==> config.mk <==
export PLATFORM = sky130hd
export DESIGN_NAME = ovng_divider
export DESIGN_NICKNAME = d
export VERILOG_FILES = /design/src/rtl/octave_value_noise_generator_assert.svh /design/src/rtl/ovng_pkg.sv /design/src/rtl/ovng_divider.sv
export SDC_FILE = /design/constraint.sdc
export NUM_CORES = 1
export LEC_CHECK = 0
export BUFFER_PORTS_ARGS = -buffer_cell sky130_fd_sc_hd__buf_4
export CORE_UTILIZATION = 57
export CTS_CLUSTER_DIAMETER = 80
export DETAILED_ROUTE_END_ITERATION = 8
export PLACE_DENSITY = 0.81
export SYNTH_ARGS = -nofsm -noshare
export SYNTH_HDL_FRONTEND = slang
export SYNTH_SLANG_ARGS = --single-unit
==> constraint.sdc <==
create_clock -name clock -period 5.35 [get_ports clock]
set_clock_uncertainty 0.2 [all_clocks]
set_input_delay 0.2675 -clock clock [delete_from_list [all_inputs] [get_ports clock]]
set_output_delay 0.2675 -clock clock [all_outputs]
set_load 0.03 [all_outputs]
==> src/rtl/octave_value_noise_generator_assert.svh <==
// assertion macros used by the top-level rtl file
// no dependencies
`ifndef OCTAVE_VALUE_NOISE_GENERATOR_ASSERT_SVH
`define OCTAVE_VALUE_NOISE_GENERATOR_ASSERT_SVH

// clocked property, disabled while reset is high
`define OVNG_ASSERT(label, clk, rst, prop, msg) \
   label: assert property (@(posedge clk) disable iff (rst) prop) else $error(msg);

// clocked property, also checked during reset
`define OVNG_ASSERT_ALWAYS(label, clk, prop, msg) \
   label: assert property (@(posedge clk) prop) else $error(msg);

`endif

==> src/rtl/ovng_pkg.sv <==
// shared types, constants and the interpolation weight table
// no dependencies
package ovng_pkg;

   localparam int TABLE_SIZE  = 256;
   localparam int INDEX_BITS  = 8;
   localparam int SAMPLE_BITS = 16;
   localparam int HEIGHT_BITS = 24;
   localparam int AMP_BITS    = 16;
   localparam int OCTAVE_BITS = 4;
   localparam int MAX_OCTAVES = INDEX_BITS + 1;
   localparam int QUOT_BITS   = 17;
   localparam int WEIGHT_BITS = 17;
   localparam int ROM_LEN     = 256;
   localparam int OUT_BITS    = 16;
   localparam int CSR_BITS    = 16;

   localparam logic [1:0] MODE_WRITE    = 2'd0;
   localparam logic [1:0] MODE_GENERATE = 2'd1;
   localparam logic [1:0] MODE_READ     = 2'd2;

   localparam logic CSR_OCTAVE_COUNT = 1'b0;
   localparam logic CSR_PERSISTENCE  = 1'b1;

   localparam logic [OCTAVE_BITS-1:0] OCTAVE_COUNT_RESET = 4'd8;
   localparam logic [AMP_BITS-1:0]    PERSISTENCE_RESET  = 16'd16384;
   localparam logic [AMP_BITS-1:0]    AMP_ONE            = 16'd32768;

   typedef struct packed {
      logic [1:0]             mode;
      logic [INDEX_BITS-1:0]  table_index;
      logic [SAMPLE_BITS-1:0] sample_value;
   } ovng_req_type;

   typedef struct packed {
      logic [OUT_BITS-1:0] height_value;
      logic                status;
   } ovng_rsp_type;

   typedef logic [WEIGHT_BITS-1:0] weight_rom_type [ROM_LEN];

   // g[p] = round(65536 * sin^2(pi*p/512)) via a q30 taylor series
   function automatic weight_rom_type build_weight_rom();
      weight_rom_type rom;
      logic [63:0] x;
      logic [63:0] term;
      logic [63:0] sum;
      logic [63:0] sq;
      for (int p = 0; p < ROM_LEN; p++) begin
         x = (64'(p) * 64'd1686629713) >> 8;
         term = x;
         sum = x;
         for (int k = 1; k <= 6; k++) begin
            term = (term * x) >> 30;
            term = (term * x) >> 30;
            term = term / 64'((2 * k) * (2 * k + 1));
            if ((k % 2) == 1) begin
               sum = (sum > term) ? sum - term : 64'd0;
            end else begin
               sum = sum + term;
            end
         end
         if (sum > (64'd1 << 30)) begin
            sum = 64'd1 << 30;
         end
         sq = (sum * sum + (64'd1 << 43)) >> 44;
         rom[p] = WEIGHT_BITS'(sq);
      end
      return rom;
   endfunction

endpackage

==> src/rtl/ovng_divider.sv <==
// restoring divider for the normalize pass, one quotient bit per cycle
// depends on ovng_pkg
module ovng_divider (
   input  logic                            clock,
   input  logic                            reset,
   input  logic                            start,
   input  logic [ovng_pkg::HEIGHT_BITS-1:0] dividend,
   input  logic [ovng_pkg::HEIGHT_BITS-1:0] divisor,
   output logic                            done,
   output logic [ovng_pkg::QUOT_BITS-1:0]   quotient
);
   import ovng_pkg::*;

   localparam int CNT_BITS = $clog2(QUOT_BITS);

   logic [HEIGHT_BITS:0]   rem_ff, rem_in;
   logic [QUOT_BITS-1:0]   quot_ff, quot_in;
   logic [CNT_BITS-1:0]    cnt_ff, cnt_in;
   logic                   run_ff, run_in;
   logic                   done_ff, done_in;
   logic [HEIGHT_BITS:0]   trial;
   logic                   fits;

   // first step compares without a shift: the dividend never exceeds the divisor
   always_comb begin
      trial = (cnt_ff == '0) ? rem_ff : {rem_ff[HEIGHT_BITS-1:0], 1'b0};
      fits = trial >= {1'b0, divisor};
   end

   always_comb begin
      rem_in = rem_ff;
      quot_in = quot_ff;
      cnt_in = cnt_ff;
      run_in = run_ff;
      done_in = 1'b0;
      if (start) begin
         rem_in = {1'b0, dividend};
         quot_in = '0;
         cnt_in = '0;
         run_in = 1'b1;
      end else if (run_ff) begin
         rem_in = fits ? trial - {1'b0, divisor} : trial;
         quot_in = {quot_ff[QUOT_BITS-2:0], fits};
         cnt_in = cnt_ff + 1'b1;
         if (cnt_ff == CNT_BITS'(QUOT_BITS - 1)) begin
            run_in = 1'b0;
            done_in = 1'b1;
         end
      end
   end

   always_ff @(posedge clock) begin
      if (reset) begin
         run_ff <= 1'b0;
         done_ff <= 1'b0;
         cnt_ff <= '0;
      end else begin
         run_ff <= run_in;
         done_ff <= done_in;
         cnt_ff <= cnt_in;
      end
      rem_ff <= rem_in;
      quot_ff <= quot_in;
   end

   assign done = done_ff;
   assign quotient = quot_ff;

endmodule

==> reports/qor.yml <==
async_reset_ff_share_pct: 0
ioPinCount: 69
synth_cells: 442
hp-class: "input port to register"
cts_tree: "done"
hp-start: "dividend[15]"
drv_cap: 0
r2r.worst_path.cells: 14
drive_gt1_share_pct: 24.2
path_class: "register to register"
area_delta_synth_final_pct: 15.8
seq_power_share_pct: 29.3
wl_per_cell_um: 15.8
hpwl_um: 6550
synth.area.top_cells: "edfxtp_1, dfxtp_1, ha_1, mux2_2, mux2i_1"
layout.nets: 576
yosysUniqueCellTypes: 59
dpl.cell_count: 567
status: "finished with violations"
antenna_found_initial: 0
fmax_mhz: 229
grtUsageTotal_pct: 26.2
clock_latency_ps: 320
combPwrFrac_pct: 56.6
r2r_end: "rem_ff[8]"
seq_area_frac_synth_pct: 31.4
yosysMostFrequentCell: "nor2_1"
gp_congestion: 0.942
critPathRequiredTime_ps: 5210
max_slew_margin_pct: 25.2
start_util_pct: 60.2
grt_overflow: 0
vias: 3373
p_per_area_nw_per_um2: 380
core-area_um2: 6460
syn_nets: 520
antennaDiodeCount: 0
p_int_mw: 0.982
vdd_drop_max_mv: 0.219
cts_resized: 0
ys.flop_type: "dfxtp_1"
ys_warn_count: 0
r2r_slack_ps: 990
p_switching_mw: 0.732
path_clk_slew_ps: 110
violations: "design-rule violations"
rsz0062_at_grt: "false"
synth.avg_cell_area_um2: 8.80
fin_cells: 576
numCtsBuffers: 5
grt_pass1_wl_um: 15300
hold_viol_final: 0
final-setup-viol-count: 0
core.rowCount: 29
startpoint_type: "register"
syn_area_um2: 3890
drv_slew: 0
critPathArrivalTime_ps: 4230
first_pass_iters: 6
power.share.clock_pct: 14.1
layout_min_cycle_time_ps: 4360
power_leakage_nw: 2.04
clock-root-buffer: "clkbuf_8"
drc: 3
die_y_um: 84.6
routed_wl_um: 9080
ys_ff_latch: 49
fin_tns_setup_ps: 0
endpoint: "rem_ff[8]"
tightestPinTransition_ps: 1120
endpoint_kind: "register"
swShare_pct: 42.7
vias_per_cell: 5.86
die_w_um: 84.6
antenna_left: 0
cts_max_level: 2
cts_buffer_depth: 2
r2r-start: "cnt_ff[0]"
yosys.area.top_type: "edfxtp_1"
synth_enable_flop_cells: 24
netlist.area_leader.share_pct: 18.5
period_share_pct: 81.5
grt_pass1_vias: 3332
port_buffers: 68
drt_iter0_drc: 186
synth_common_cells: "nor2_1, nand2_1, inv_1"
crit_path_max_fanout: 25
cts.sinks: 49
grt_max_degree: 40
die-area_um2: 7160
critPathLaunch: "cnt_ff[0]"
-- logic make-up (layout without fill, tap and decap cells) --
group	count (synthesis)	count (layout)	share of synthesized area (%)
AO/OA/AOI/OAI	102	102	18.4
XOR/XNOR	23	23	5.18
adder cells (fa/ha/maj)	27	27	8.87
buffers and inverters	55	112	6.08
flip-flops	49	49	31.4
multiplexers	44	44	12.1
AND/OR/NAND/NOR	142	142	18.1
-- worst min-delay path by stage --
stage / end / slack, ps / cells after the start
4_1_cts: rem_ff[15] / 50 / 2
3_5_place_dp: run_ff / 240 / 2
5_1_grt: rem_ff[19] / 60 / 2
3_3_place_gp: run_ff / 230 / 2
2_1_floorplan: run_ff / 140 / 1
6_report: rem_ff[15] / 50 / 2
-- per-stage QoR --
stage | power [mW] | util [%] | hold slack (ps) | area [um^2] | setup slack (ps)
after floorplan | 1.29 | - | 140 | 3890 | 1430
after global placement | 1.44 | 68.2 | 232 | 4400 | 1080
after detailed placement | 1.46 | 68.2 | 238 | 4400 | 1010
after CTS | 1.71 | 69.8 | 54.3 | 4510 | 998
after global routing | 1.84 | 69.8 | 63.9 | 4510 | 708
final | 1.71 | 69.8 | 54.6 | 4510 | 988
-- power groups by stage --
stage | combinational, mW | sequential (mW) | clock [mW]
global placement | 0.932 | 0.507 | 0
detailed placement | 0.951 | 0.510 | 0
CTS | 0.961 | 0.501 | 0.247
global route | 1.07 | 0.510 | 0.256
finish | 0.970 | 0.503 | 0.242
floorplan | 0.793 | 0.499 | 0
-- sequential cells by signal, summed over array words and instances, names as in the netlist --
| name | count |
|---|---|
| cnt_ff | 5 |
| done | 1 |
| quotient | 17 |
| rem_ff | 25 |
| run_ff | 1 |
-- layer usage --
layer / global-route usage [%] / part of all wire [%] / up-vias
li1: - / - / 1697
met3: 3.05 / 3.1 / 13
met2: 46.0 / 49 / 77
met5: 0 / 0 / -
met4: 10.8 / 2.1 / 0
met1: 32.8 / 45 / 1586
-- worst max-delay path, stage by stage, from the launching register on --
cell and delay (ps):
dfxtp_1 360, inv_1 70, ha_1 160, nor4b_4 180, buf_4 370, mux2_2 390, ha_1 420, and3_1 310
nand3_1 130, nor2_1 240, a21oi_2 110, nand4_1 140, and2_1 680, mux2i_1 270, o21ai_1 70
-- area by class of cell --
| cell class | instances | area (um^2) |
|---|---|---|
| clock buffer | 5 | 68.8 |
| clock inverter | 3 | 23.8 |
| fill | 503 | 1950 |
| inverter | 32 | 120 |
| multi-input combinational | 338 | 2430 |
| sequential | 49 | 1220 |
| tap | 77 | 96.3 |
| timing repair buffer | 72 | 543 |
-- layout by cell type (no fill, tap or decap), types with 3 or more instances in the layout --
master	synthesis	routed
nor3_1	6	6
inv_1	31	31
nand3_1	18	18
edfxtp_1	24	24
xor2_1	9	9
dfxtp_1	25	25
a21o_1	13	13
nor2_1	46	46
clkbuf_8	0	5
xnor2_1	14	14
a31oi_1	13	13
and3_1	7	7
mux2i_1	21	21
a2bb2oi_1	5	5
o21bai_1	4	4
a21oi_1	25	25
o211ai_1	4	4
o21a_1	5	5
a21oi_2	4	4
mux2_2	23	23
nand2_1	42	42
o21ai_1	4	4
ha_1	26	26
buf_4	2	71
o21ai_0	6	6
nor4_2	3	3
nand4_1	5	5
nor2b_1	3	3
-- what timing repair did --
action | CTS | global route
setup endpoints to repair | 0 | 0
endpoints found under the hold margin | 1 | 0
setup buffers | 0 | 0
hold buffers | 1 | 0
No activity file was read; power rests on OpenSTA's default activity.
